===== src/qltu_pkg.sv =====
package qltu_pkg;

	localparam int NUM_STATES  = 4;
	localparam int NUM_ACTIONS = 3;
	localparam int TBL_DEPTH   = NUM_STATES * NUM_ACTIONS;
	localparam int ADDR_W      = $clog2(TBL_DEPTH);
	localparam int ACT_W       = $clog2(NUM_ACTIONS);
	localparam int CNT_W       = $clog2(NUM_ACTIONS + 1);
	localparam int STATE_W     = 2;

	localparam int DIV_STEPS = 7;
	localparam int DCNT_W    = 3;

	// x / 100 == (x * RECIP_100) >> RECIP_SHIFT for every x below 91180.
	localparam logic [16:0] RECIP_100   = 17'd83887;
	localparam int          RECIP_SHIFT = 23;
	localparam logic [16:0] PCT         = 17'd100;

	localparam logic [6:0] BIN_EDGE_1 = 7'd25;
	localparam logic [6:0] BIN_EDGE_2 = 7'd50;
	localparam logic [6:0] BIN_EDGE_3 = 7'd75;

	localparam logic [6:0] ALPHA_RST   = 7'd30;
	localparam logic [6:0] GAMMA_RST   = 7'd90;
	localparam logic [6:0] LOW_BAT_RST = 7'd20;
	localparam logic [6:0] PENALTY_RST = 7'd15;

	localparam logic [7:0] REG_ALPHA   = 8'd0;
	localparam logic [7:0] REG_GAMMA   = 8'd1;
	localparam logic [7:0] REG_LOW_BAT = 8'd2;
	localparam logic [7:0] REG_PENALTY = 8'd3;

	localparam logic signed [3:0] NUDGE_DOWN = -4'sd5;
	localparam logic signed [3:0] NUDGE_UP   = 4'sd5;
	localparam logic signed [3:0] NUDGE_NONE = 4'sd0;

	localparam logic signed [11:0] VAL_MAX = 12'sd127;
	localparam logic signed [11:0] VAL_MIN = -12'sd128;

	typedef struct packed {
		logic              en;
		logic [ADDR_W-1:0] addr;
		logic [7:0]        data;
	} tbl_wr_t;

endpackage


===== src/qltu_value_mem.sv =====
module qltu_value_mem (
	input  logic                        clk,
	input  logic                        arst_n,
	input  qltu_pkg::tbl_wr_t           wr,
	input  logic [qltu_pkg::ADDR_W-1:0] rd_addr,
	output logic signed [7:0]           rd_data
);
	import qltu_pkg::*;

	logic [7:0]           mem [TBL_DEPTH];
	logic [TBL_DEPTH-1:0] vld_q;
	logic [7:0]           rd_q;
	logic                 rd_vld_q;

	always_ff @(posedge clk) begin
		if (wr.en) begin
			mem[wr.addr] <= wr.data;
		end
		rd_q <= mem[rd_addr];
	end

	// Entries never written read as zero.
	always_ff @(posedge clk or negedge arst_n) begin
		if (!arst_n) begin
			vld_q    <= '0;
			rd_vld_q <= 1'b0;
		end else begin
			if (wr.en) begin
				vld_q[wr.addr] <= 1'b1;
			end
			rd_vld_q <= vld_q[rd_addr];
		end
	end

	assign rd_data = rd_vld_q ? $signed(rd_q) : 8'sd0;

endmodule


===== src/qlearning_table_update_top.sv =====
// Q-learning table update for a battery-binned routing state.
// The input stream carries one word per routing period: delivered count,
// attempted count and battery percent. Each word with a nonzero attempted
// count updates one entry of a 4 x 3 table of signed 8-bit action values
// and produces one output word: the greedy action, its gamma nudge, the
// battery bin and the saturated value just written. A word with a zero
// attempted count is taken and changes nothing.
// The block works on one word at a time and takes the next word only after
// the output register has been loaded. An update runs through the
// seven-step restoring divider for the reward ratio, the scans of the next
// state's row through the table's single read port before and after the
// write, and the shared multiplier used for the scaling steps.
// A finished output word waits in its own register; the block takes the
// next input word while it waits, and stalls before its own result only if
// the previous one has still not been taken.
// The configuration channel is always ready. Reset makes every table entry
// read as zero, sets the previous state to 0 and the previous action to 1, and
// loads the register defaults 30, 90, 20 and 15.
module qlearning_table_update_top (
	input  logic        clk,
	input  logic        arst_n,
	input  logic        s_axis_tvalid,
	output logic        s_axis_tready,
	// [15:0] delivered_count, [31:16] attempted_count, [38:32] battery_pct, [39] zero
	input  logic [39:0] s_axis_tdata,
	output logic        m_axis_tvalid,
	input  logic        m_axis_tready,
	// [1:0] chosen_action, [5:2] gamma_nudge, [7:6] battery_bin, [15:8] updated_value
	output logic [15:0] m_axis_tdata,
	input  logic        cfg_valid,
	output logic        cfg_ready,
	input  logic [7:0]  cfg_index,
	input  logic [6:0]  cfg_data
);
	import qltu_pkg::*;

	typedef enum logic [12:0] {
		ST_IDLE  = 13'b0000000000001,
		ST_LOAD  = 13'b0000000000010,
		ST_DIV   = 13'b0000000000100,
		ST_SCAN1 = 13'b0000000001000,
		ST_RDQ   = 13'b0000000010000,
		ST_M1    = 13'b0000000100000,
		ST_M2    = 13'b0000001000000,
		ST_TD    = 13'b0000010000000,
		ST_M3    = 13'b0000100000000,
		ST_M4    = 13'b0001000000000,
		ST_WR    = 13'b0010000000000,
		ST_SCAN2 = 13'b0100000000000,
		ST_FIN   = 13'b1000000000000
	} state_t;

	state_t state_q;

	logic [6:0] alpha_q, gamma_q, low_bat_q, penalty_q;

	logic [STATE_W-1:0] prev_state_q;
	logic [ACT_W-1:0]   prev_action_q;

	logic [15:0]        ok_q, tot_q;
	logic               low_q;
	logic [STATE_W-1:0] s2_q;
	logic [22:0]        rem_q, dsr_q;
	logic [6:0]         quot_q;
	logic [DCNT_W-1:0]  div_cnt_q;
	logic [CNT_W-1:0]   cnt_q;
	logic signed [7:0]  best_q;
	logic [ACT_W-1:0]   pick_q;
	logic signed [7:0]  q_q;
	logic [33:0]        prod_q;
	logic               neg_q;
	logic [9:0]         tdabs_q;
	logic [7:0]         upd_q;

	logic        m_tvalid_q;
	logic [15:0] m_data_q;

	logic [15:0] in_ok, in_tot;
	logic [6:0]  in_batt;
	logic        in_acc;
	logic [STATE_W-1:0] in_bin;

	logic [16:0] mul_a, mul_b;
	logic [33:0] mul_p;

	logic [ADDR_W-1:0]  scan_addr, qa_addr, rd_addr;
	logic signed [7:0]  rd_data;
	tbl_wr_t            tbl_wr;

	logic [CNT_W-1:0]   scan_prev;
	logic               scan_done;
	logic [7:0]         best_abs;
	logic signed [8:0]  reward;
	logic signed [9:0]  gval;
	logic signed [10:0] td;
	logic [10:0]        td_abs;
	logic signed [11:0] delta, q_new;
	logic [7:0]         q_sat;
	logic               fin_load;
	logic signed [3:0]  nudge;

	assign in_ok   = s_axis_tdata[15:0];
	assign in_tot  = s_axis_tdata[31:16];
	assign in_batt = s_axis_tdata[38:32];

	assign s_axis_tready = (state_q == ST_IDLE);
	assign in_acc        = s_axis_tvalid && s_axis_tready;
	assign cfg_ready     = 1'b1;

	always_comb begin
		priority if (in_batt < BIN_EDGE_1) begin
			in_bin = STATE_W'(0);
		end else if (in_batt < BIN_EDGE_2) begin
			in_bin = STATE_W'(1);
		end else if (in_batt < BIN_EDGE_3) begin
			in_bin = STATE_W'(2);
		end else begin
			in_bin = STATE_W'(3);
		end
	end

	// Shared multiplier for the count scaling, the gamma and alpha products and both divisions by 100.
	assign best_abs = best_q[7] ? 8'(-best_q) : 8'(best_q);

	always_comb begin
		unique case (state_q)
			ST_LOAD: begin
				mul_a = 17'(ok_q);
				mul_b = PCT;
			end
			ST_M1: begin
				mul_a = 17'(best_abs);
				mul_b = 17'(gamma_q);
			end
			ST_M3: begin
				mul_a = 17'(tdabs_q);
				mul_b = 17'(alpha_q);
			end
			ST_M2, ST_M4: begin
				mul_a = prod_q[16:0];
				mul_b = RECIP_100;
			end
			default: begin
				mul_a = '0;
				mul_b = '0;
			end
		endcase
	end

	assign mul_p = 34'(mul_a) * 34'(mul_b);

	assign scan_addr = ADDR_W'(ADDR_W'(s2_q) * ADDR_W'(NUM_ACTIONS) + ADDR_W'(cnt_q[ACT_W-1:0]));
	assign qa_addr   = ADDR_W'(ADDR_W'(prev_state_q) * ADDR_W'(NUM_ACTIONS)
		+ ADDR_W'(prev_action_q));
	assign rd_addr   = (state_q == ST_SCAN1 || state_q == ST_SCAN2) ? scan_addr : qa_addr;

	assign scan_prev = cnt_q - CNT_W'(1);
	assign scan_done = (cnt_q == CNT_W'(NUM_ACTIONS));

	assign reward = $signed({2'b00, quot_q}) - $signed({2'b00, (low_q ? penalty_q : 7'd0)});
	assign gval   = neg_q ? -$signed({1'b0, prod_q[RECIP_SHIFT+8:RECIP_SHIFT]})
		: $signed({1'b0, prod_q[RECIP_SHIFT+8:RECIP_SHIFT]});
	assign td     = (11'(reward) <<< 1) + 11'(gval) - 11'(q_q);
	assign td_abs = td[10] ? 11'(-td) : 11'(td);

	assign delta = neg_q ? -$signed({2'b00, prod_q[RECIP_SHIFT+9:RECIP_SHIFT]})
		: $signed({2'b00, prod_q[RECIP_SHIFT+9:RECIP_SHIFT]});
	assign q_new = 12'(q_q) + delta;

	always_comb begin
		priority if (q_new > VAL_MAX) begin
			q_sat = 8'(VAL_MAX);
		end else if (q_new < VAL_MIN) begin
			q_sat = 8'(VAL_MIN);
		end else begin
			q_sat = q_new[7:0];
		end
	end

	assign tbl_wr.en   = (state_q == ST_WR);
	assign tbl_wr.addr = qa_addr;
	assign tbl_wr.data = q_sat;

	qltu_value_mem u_mem (
		.clk     (clk),
		.arst_n  (arst_n),
		.wr      (tbl_wr),
		.rd_addr (rd_addr),
		.rd_data (rd_data)
	);

	assign fin_load = (state_q == ST_FIN) && (!m_tvalid_q || m_axis_tready);

	always_comb begin
		priority if (pick_q == ACT_W'(0)) begin
			nudge = NUDGE_DOWN;
		end else if (pick_q == ACT_W'(2)) begin
			nudge = NUDGE_UP;
		end else begin
			nudge = NUDGE_NONE;
		end
	end

	always_ff @(posedge clk or negedge arst_n) begin
		if (!arst_n) begin
			alpha_q   <= ALPHA_RST;
			gamma_q   <= GAMMA_RST;
			low_bat_q <= LOW_BAT_RST;
			penalty_q <= PENALTY_RST;
		end else if (cfg_valid) begin
			unique case (cfg_index)
				REG_ALPHA:   alpha_q   <= cfg_data;
				REG_GAMMA:   gamma_q   <= cfg_data;
				REG_LOW_BAT: low_bat_q <= cfg_data;
				REG_PENALTY: penalty_q <= cfg_data;
				default: begin
				end
			endcase
		end
	end

	always_ff @(posedge clk or negedge arst_n) begin
		if (!arst_n) begin
			state_q       <= ST_IDLE;
			prev_state_q  <= '0;
			prev_action_q <= ACT_W'(1);
			div_cnt_q     <= '0;
			cnt_q         <= '0;
			m_tvalid_q    <= 1'b0;
		end else begin
			if (fin_load) begin
				m_tvalid_q <= 1'b1;
			end else if (m_axis_tready) begin
				m_tvalid_q <= 1'b0;
			end
			unique case (state_q)
				ST_IDLE: begin
					if (in_acc && in_tot != 16'd0) begin
						state_q <= ST_LOAD;
					end
				end
				ST_LOAD: begin
					div_cnt_q <= '0;
					state_q   <= ST_DIV;
				end
				ST_DIV: begin
					div_cnt_q <= div_cnt_q + DCNT_W'(1);
					if (div_cnt_q == DCNT_W'(DIV_STEPS - 1)) begin
						cnt_q   <= '0;
						state_q <= ST_SCAN1;
					end
				end
				ST_SCAN1: begin
					cnt_q <= cnt_q + CNT_W'(1);
					if (scan_done) begin
						state_q <= ST_RDQ;
					end
				end
				ST_RDQ: state_q <= ST_M1;
				ST_M1:  state_q <= ST_M2;
				ST_M2:  state_q <= ST_TD;
				ST_TD:  state_q <= ST_M3;
				ST_M3:  state_q <= ST_M4;
				ST_M4:  state_q <= ST_WR;
				ST_WR: begin
					cnt_q   <= '0;
					state_q <= ST_SCAN2;
				end
				ST_SCAN2: begin
					cnt_q <= cnt_q + CNT_W'(1);
					if (scan_done) begin
						state_q <= ST_FIN;
					end
				end
				ST_FIN: begin
					if (fin_load) begin
						prev_state_q  <= s2_q;
						prev_action_q <= pick_q;
						state_q       <= ST_IDLE;
					end
				end
				default: state_q <= ST_IDLE;
			endcase
		end
	end

	always_ff @(posedge clk) begin
		if (in_acc) begin
			ok_q  <= (in_ok > in_tot) ? in_tot : in_ok;
			tot_q <= in_tot;
			low_q <= (in_batt < low_bat_q);
			s2_q  <= in_bin;
		end
		if (state_q == ST_LOAD) begin
			rem_q  <= mul_p[22:0];
			dsr_q  <= {1'b0, tot_q, 6'b000000};
			quot_q <= '0;
		end
		if (state_q == ST_DIV) begin
			if (rem_q >= dsr_q) begin
				rem_q  <= rem_q - dsr_q;
				quot_q <= {quot_q[5:0], 1'b1};
			end else begin
				quot_q <= {quot_q[5:0], 1'b0};
			end
			dsr_q <= dsr_q >> 1;
		end
		if ((state_q == ST_SCAN1 || state_q == ST_SCAN2) && cnt_q != '0) begin
			if (cnt_q == CNT_W'(1) || rd_data > best_q) begin
				best_q <= rd_data;
				pick_q <= scan_prev[ACT_W-1:0];
			end
		end
		if (state_q == ST_M1) begin
			q_q    <= rd_data;
			neg_q  <= best_q[7];
		end
		if (state_q == ST_M1 || state_q == ST_M2 || state_q == ST_M3 || state_q == ST_M4) begin
			prod_q <= mul_p;
		end
		if (state_q == ST_TD) begin
			tdabs_q <= td_abs[9:0];
			neg_q   <= td[10];
		end
		if (state_q == ST_WR) begin
			upd_q <= q_sat;
		end
		if (fin_load) begin
			m_data_q <= {upd_q, s2_q, nudge, 2'(pick_q)};
		end
	end

	assign m_axis_tvalid = m_tvalid_q;
	assign m_axis_tdata  = m_data_q;

endmodule


===== config.mk =====
export PLATFORM = sky130hd
export DESIGN_NAME = qlearning_table_update_top
export DESIGN_NICKNAME = d
export VERILOG_FILES = /design/src/qltu_pkg.sv /design/src/qltu_value_mem.sv /design/src/qlearning_table_update_top.sv
export SDC_FILE = /design/constraint.sdc
export NUM_CORES = 1
export LEC_CHECK = 0
export BUFFER_PORTS_ARGS = -buffer_cell sky130_fd_sc_hd__buf_4
export CAP_MARGIN = 15
export CORE_ASPECT_RATIO = 1.4
export CORE_UTILIZATION = 45
export CTS_BUF_LIST = sky130_fd_sc_hd__clkbuf_2
export CTS_CLUSTER_SIZE = 20
export DETAILED_ROUTE_END_ITERATION = 16
export PLACE_DENSITY_LB_ADDON = 0.05
export SLEW_MARGIN = 5
export SYNTH_ARGS = -nofsm -noshare
export SYNTH_HDL_FRONTEND = slang
export SYNTH_HIERARCHICAL = 1
export SYNTH_SLANG_ARGS = --single-unit

===== constraint.sdc =====
create_clock -name clk -period 6.7 [get_ports clk]
set_input_delay 1.005 -clock clk [delete_from_list [all_inputs] [get_ports clk]]
set_output_delay 1.005 -clock clk [all_outputs]
set_load 0.1 [all_outputs]

# --- Yosys cells after proc, flatten, opt, wreduce, memory -nomap -nowiden ---
# Memory sizes are Yosys's and may differ from the RTL's. A register that Yosys moved wholly into a read port is not among the register bits.
# Cells that the tools add are included.
classes:
  order_cmp: 12
  mul: 3
  mux: 42
  addsub: 14
  n_reduce_logical: 31
  bitwise_logic: 1
  n_eq_ne: 25
op_table:
  columns: ["operator", "n"]
  rows:
  - ["one-hot mux 13 bit (13 select lines)", 1]
  - ["one-hot mux 17 bit (4 select lines)", 2]
  - ["2-to-1 mux 23 bit", 3]
  - ["2-to-1 mux 13 bit", 5]
  - ["multiplier 17 x 17 -> 33 bit", 1]
  - ["2-to-1 mux 8 bit", 4]
  - ["greater-or-equal comparator 23 x 22 -> 1 bit", 1]
  - ["subtractor 23 x 22 -> 23 bit", 1]
  - ["2-to-1 mux 22 bit", 1]
  - ["2-to-1 mux 21 bit", 1]
  - ["2-to-1 mux 7 bit", 3]
  - ["2-to-1 mux 10 bit", 2]
  - ["== test 8 x 2 -> 1 bit (second input constant)", 2]
  - ["> comparator 16 bit", 1]
  - ["2-to-1 mux 16 bit", 1]
  - ["nonzero test 16 bit", 1]
  - ["AND reduction 2 bit", 7]
  - ["== test 13 x 1 -> 1 bit (second input constant)", 1]
  - ["== test 13 x 10 -> 1 bit (second input constant)", 1]
  - ["== test 13 x 11 -> 1 bit (second input constant)", 1]
  - ["== test 13 x 12 -> 1 bit (second input constant)", 1]
  - ["== test 13 bit (second input constant)", 1]
  - ["== test 13 x 2 -> 1 bit (second input constant)", 1]
  - ["== test 13 x 3 -> 1 bit (second input constant)", 1]
  - ["other kinds (53)", 84]
totals:
  ram_bits: 96
  reg_bits: 237
  inputBits: 60
  mem_count: 1
memory_table:
  columns: ["memory", "words", "word_bits", "rd", "rd_ports_with_merged_regs", "write_ports", "line", "source"]
  rows:
  - ["u_mem.mem", 12, 8, 1, 1, 1, "qltu_value_mem.sv:10", "logic [7:0] mem [TBL_DEPTH];"]

# --- Longest topological paths before layout ---
logic_depth:
  ltp_word: 7
  mapped_depth: 30

# --- Cells and area by module ---
# The synthesis kept the hierarchy.
modules_own_cells:
  columns: ["mod", "area_each_um2", "cells_each", "seq_area_each_um2", "instances"]
  rows:
  - ["qlearning_table_update_top", 19991.7, 1954, 6050.8, 1]
  - ["qltu_value_mem", 4570.6, 248, 3368.2, 1]

# --- Least setup slack after synthesis ---
# No wires, ideal clock.
synth_path:
  path_kind: "register to register"
  start: "reg state_q[3]"
  end: "reg prod_q[31] (data pin)"
  n_path_buf: 6
  t_arrival_ps: 7189
  path_slack_ps: -626
  required_time_ps: 6563
  stages_incl_launch_ff: 31
  synth_period_minus_slack_ps: 7326
  path_cell_list: "dfrtp_1 -> buf_2 -> nor3_1 -> nand4_1 -> a21oi_1 -> buf_2 -> buf_2 -> buf_2 -> buf_2 -> nand2_1 -> fa_1 -> inv_1 -> ha_1 -> inv_1 -> fa_1 -> inv_1 -> fa_1 -> fa_1 -> inv_1 -> fa_1 -> inv_1 -> ha_1 -> buf_2 -> nand4_1 -> nor3_1 -> inv_1 -> o311ai_2 -> o41a_1 -> a21oi_1 -> or4b_1 -> nand4_1"
synth_via:
  elab_chain_len: 4
  elab_cells_between_ends: 9
  cone_classes: "1 x mul; 5 x eq/ne; 2 x mux; 1 x reduce/logical"
synth_rtl:
  columns: ["item", "line", "source"]
  rows:
  - ["start, declared", "qlearning_table_update_top.sv:53", "state_t state_q;"]
  - ["start signal, assigned", "qlearning_table_update_top.sv:224", "state_q <= ST_IDLE;"]
  - ["start signal, assigned", "qlearning_table_update_top.sv:239", "state_q <= ST_LOAD;"]
  - ["start signal, assigned", "qlearning_table_update_top.sv:244", "state_q <= ST_DIV;"]
  - ["== test 13 x 7 -> 1 bit or == test 13 x 10 -> 1 bit (tied branches)", "qlearning_table_update_top.sv:126", "unique case (state_q)"]
  - ["OR reduction 2 bit", "qlearning_table_update_top.sv:126", null]
  - ["one-hot mux 17 bit (4 select lines)", "qlearning_table_update_top.sv:126", null]
  - ["multiplier 17 x 17 -> 33 bit *", "qlearning_table_update_top.sv:150", "assign mul_p = 34'(mul_a) * 34'(mul_b);"]
  - ["named net mul_p[31]", "qlearning_table_update_top.sv:84", "logic [33:0] mul_p;"]
  - ["end signal, assigned", "qlearning_table_update_top.sv:319", "prod_q <= mul_p;"]
  - ["end, declared", "qlearning_table_update_top.sv:70", "logic [33:0] prod_q;"]
# The timed path passes the listed nets; every way through them passes the cells marked *.
# A chain may end at the register's enable or synchronous reset.

# --- Worst setup path in the final report ---
layout_path:
  start: "reg state_q[0]"
  end: "reg prod_q[29] (data pin)"
# The elaborated chain is that of the path after synthesis.

==> results.txt <==
- Run status: finished, violations left
- Failing checks: setup timing
* Worst path required time: about 7.5 ns
- Per report_power, the sequential group accounts for around a third of the total.
* Synth Area in Compound Gates: between 10% and 20%
- Clock edge transition at the registers on the reported setup and hold paths: roughly 0.11 ns
* Max-cap violations: 0
- Dominant combinational cell family by area after synthesis: adder cells
- Net count reported at finish: 3122
* Number of buffers inserted by port buffering: 76
* Share of the clock period used by the worst path after layout: 107%
- Data on the critical path arrives at its endpoint at a little under 8 ns.
- The die is 278 um tall.
- TritonCTS created 88 clock buffers.
- The first global-routing pass estimated 104000 um of wire.
- Relative to the synthesized area, the layout overhead comes to 24.9%.
- Die W: 199 um
* Number of fill cells: between 4000 and 5000
- Synthesis produced roughly 2200 cells.
- Initial antenna violation count: 3
- The worst-case IR drop observed on VDD is ~0.00016 V.
- Crit-path max FO: 8
- Clock latency on the worst-skew pair, taken at its later pin, is 1.04 ns.
- Number of hold violations in the final report: 0
- In this design, the critical path's most frequently occurring cell is sky130_fd_sc_hd__fa_1.
- Clock sink count: 334
- Number of warnings issued by yosys: 6
* Final worst slack: -0.472 ns
- Wires add up to approximately 67000 um.
* Max H-tree Level: 3
- The core region is between 50000 and 60000 um2.
- In this run the biggest area consumer among cell types represents between 20% and 30% of the synthesized area.
- After synthesis, flip-flops and latches occupy between 30% and 40% of the total area.
* Overall global routing resource usage: 25.0%
* Post-synthesis async set-or-reset flop share: a little under a fifth
- The detailed router finished its first iteration with 726 violations.
* Effective utilization at floorplan: roughly 46%
- CTS placed an instance of sky130_fd_sc_hd__clkbuf_2 at the clock tree root.
- Worst slack on hold paths: 0.169 ns
- Counting flops with a built-in enable in the synthesized netlist gives approximately 240.
- Proportion of layout cells with a drive suffix above 1: around a third
- HPWL reported at the end of detailed placement: around 52000 um
- The slowest stage of the critical path belongs to the cell sky130_fd_sc_hd__dfstp_2.
* CTS tree: done
- Net switching component of the power: between 2 and 3 mW
- Mean instance size in the synthesized netlist: approximately 11 um2
- Of the total synthesized cell area, the portion taken by XOR and XNOR cells is under 10%.
* Category of the worst setup path capture point: flop
- The clock network accounts for between 10% and 20% of the total power.
- The first detailed-routing pass ran for 5 iterations.
- In this run the deepest clock path goes through 3 buffers.
- During I/O placement, the number of pins put on the boundary was 79.
- Number of remaining DRC errors: 0
* Routed vias/inst: between 5 and 6
* Vias: 17800
* Critical Path Source Type: flop
- On the worst path, the slowest cell contributes a delay of about 0.57 ns.
* Number of global-route vias before repair: ~19000
* Arithmetic-cell share of the synthesized area counting full adders, half adders and majority gates: about a quarter
- Cell with the most instances after synthesis: sky130_fd_sc_hd__inv_1
- Leading cell types by count after synthesis: sky130_fd_sc_hd__inv_1, sky130_fd_sc_hd__ha_1, sky130_fd_sc_hd__edfxtp_1
- Area of the die: roughly 56000 um2
- The congestion estimate from routability-driven global placement came to about 0.9.
- Mapped Area: about 25000 um2
- RSZ-0062 raised after global routing: true
- Cell type with the largest total area after synthesis: sky130_fd_sc_hd__edfxtp_1
- The synthesized design contains roughly 330 register bits.
* Min-Delay Path Class: in2reg
* Total power per unit cell area: about 250 nW/um2
- The most used flip-flop cell after synthesis is sky130_fd_sc_hd__edfxtp_1.
- At the pin with the least slew margin, the transition time is roughly 1.1 ns.
* Max-slew violation count: 0
- Setup violations remaining at the end of the flow were counted as 17.
- Number of nets still failing antenna checks after routing: 0
- Final cell utilization of the core: roughly 57%
- Entering global routing, the biggest net connects between 60 and 70 pins.
- Maximum frequency from static timing analysis: between 100 and 150 MHz
- Power Internal: around 4.8 mW
- Number of distinct library cells after synthesis: between 90 and 100
* Avg WL per Cell: between 15 and 20 um
- By area the synthesized netlist is led by sky130_fd_sc_hd__edfxtp_1, sky130_fd_sc_hd__fa_1, sky130_fd_sc_hd__ha_1.
- Worst setup path category: reg2reg
* Max-Slew Margin vs Limit: 23.7%
* Portion of total power attributed to combinational logic: between 40 and 50%
- Total number of placement rows: 100
- In this run the static leakage power is 14.2 nW.
- Net switching is 37.6% of the power.
- The portion of synthesized area spent on multiplexers is under 10%.
- Remaining global-route overflow: 0
- Of the total synthesized cell area, the portion taken by AND, OR, NAND and NOR gates is around a tenth.
* Worst clock skew on the final layout: about 0.086 ns
* Time the worst path needs with I/O delays and setup: between 7 and 8 ns
## sequential cells by signal, summed over array words and instances (netlist names), 10 cells and up
register / flops
u_mem/mem: 96
prod_q: 27
rem_q: 23
dsr_q: 22
ok_q: 16
tot_q: 16
m_axis_tdata: 15
state_q: 13
u_mem/vld_q: 12
tdabs_q: 10
## worst paths after layout
check | start | to | slack, ns | cells after the start
worst max register to register | state_q[0] | prod_q[29] | -0.47 | 29
worst min-delay path | s_axis_tdata[29] | tot_q[13] | 0.17 | 1
worst min register to register | upd_q[4] | m_axis_tdata[12] | 0.44 | 0
worst max-delay path | state_q[0] | prod_q[29] | -0.47 | 29
max in group asynchronous | arst_n | alpha_q[0] | 5.44 | 2
min in group asynchronous | arst_n | low_bat_q[3] | 0.64 | 2
## layout make-up
class                      instances  area, um2  share of cell area [%]
timing repair buffer             398       3410                    11.1
tap                              714        893                    2.91
clock buffer                     125        626                    2.04
clock inverter                    37        213                   0.694
antenna                            4       10.0                  0.0326
multi-input combinational       1469      14700                    48.1
sequential                       334       9420                    30.7
inverter                         359       1350                    4.41
## timing repair
action,CTS,global route
gates resized for setup,199,90
hold buffers,1,0
setup buffers,96,29
hold endpoints to repair,27,0
endpoints found under the setup margin,30,40
cloned,5,0
pin swaps,91,88
## layer usage
metal | part of all wire (%) | GRT usage [%] | vias up
met4 | 5.9 | 15.9 | 0
li1 | - | - | 8533
met5 | 0 | 0 | -
met2 | 54 | 46.1 | 336
met3 | 3.0 | 3.77 | 150
met1 | 37 | 25.9 | 8774
## per-stage QoR
step,total power [mW],instances,instance area [um2],TNS [ns],setup slack (ns)
after global routing,8.30,3439,30700,-9.34,-0.720
final,7.76,3440,30700,-4.67,-0.472
after floorplan,4.67,2209,24900,-0.552,-0.192
after detailed placement,5.58,3164,27700,-16.15,-0.913
after global placement,5.53,3164,27700,-14.19,-0.773
after CTS,7.71,3420,30200,-2.55,-0.423
## critical path: cells and delay by family (launching register included)
kind,cells,cell delay (ns)
fa+ha+maj,7,3.14
compound gates,8,1.85
buf+inv,9,1.00
flops,1,0.57
simple gates,4,0.30
xor+xnor,1,0.09
## kinds of logic after synthesis
| family | after synthesis |
|---|---|
| AOI/OAI and AO/OA | 368 |
| xor gates and xnor gates | 90 |
| adders and majority gates | 412 |
| buffers and inverters | 406 |
| DFF | 334 |
| muxes | 111 |
| other | 2 |
| and+or+nand+nor | 479 |
## power groups by stage
stage          Clock [mW]  Combinational, mW  Sequential (mW)
5_1_grt              1.66               3.96             2.68
2_1_floorplan           0               2.04             2.64
3_5_place_dp            0               2.88             2.70
4_1_cts              1.56               3.49             2.66
3_3_place_gp            0               2.83             2.69
6_report             1.48               3.61             2.66
## cells in the final DEF, fill, tap and decap left out, types with 29 or more instances in the layout
cell type,instances
sky130_fd_sc_hd__xnor2_1,62
sky130_fd_sc_hd__edfxtp_1,239
sky130_fd_sc_hd__ha_1,217
sky130_fd_sc_hd__buf_6,51
sky130_fd_sc_hd__nor2_1,108
sky130_fd_sc_hd__dfrtp_1,47
sky130_fd_sc_hd__fa_1,159
sky130_fd_sc_hd__nand2_1,117
sky130_fd_sc_hd__clkbuf_2,125
sky130_fd_sc_hd__o21ai_0,71
sky130_fd_sc_hd__mux2_2,67
sky130_fd_sc_hd__buf_4,330
sky130_fd_sc_hd__nand2b_1,33
sky130_fd_sc_hd__a21oi_1,62
sky130_fd_sc_hd__dfxtp_1,31
sky130_fd_sc_hd__mux2i_1,29
sky130_fd_sc_hd__inv_1,330
(Power assumes the default switching activity.)
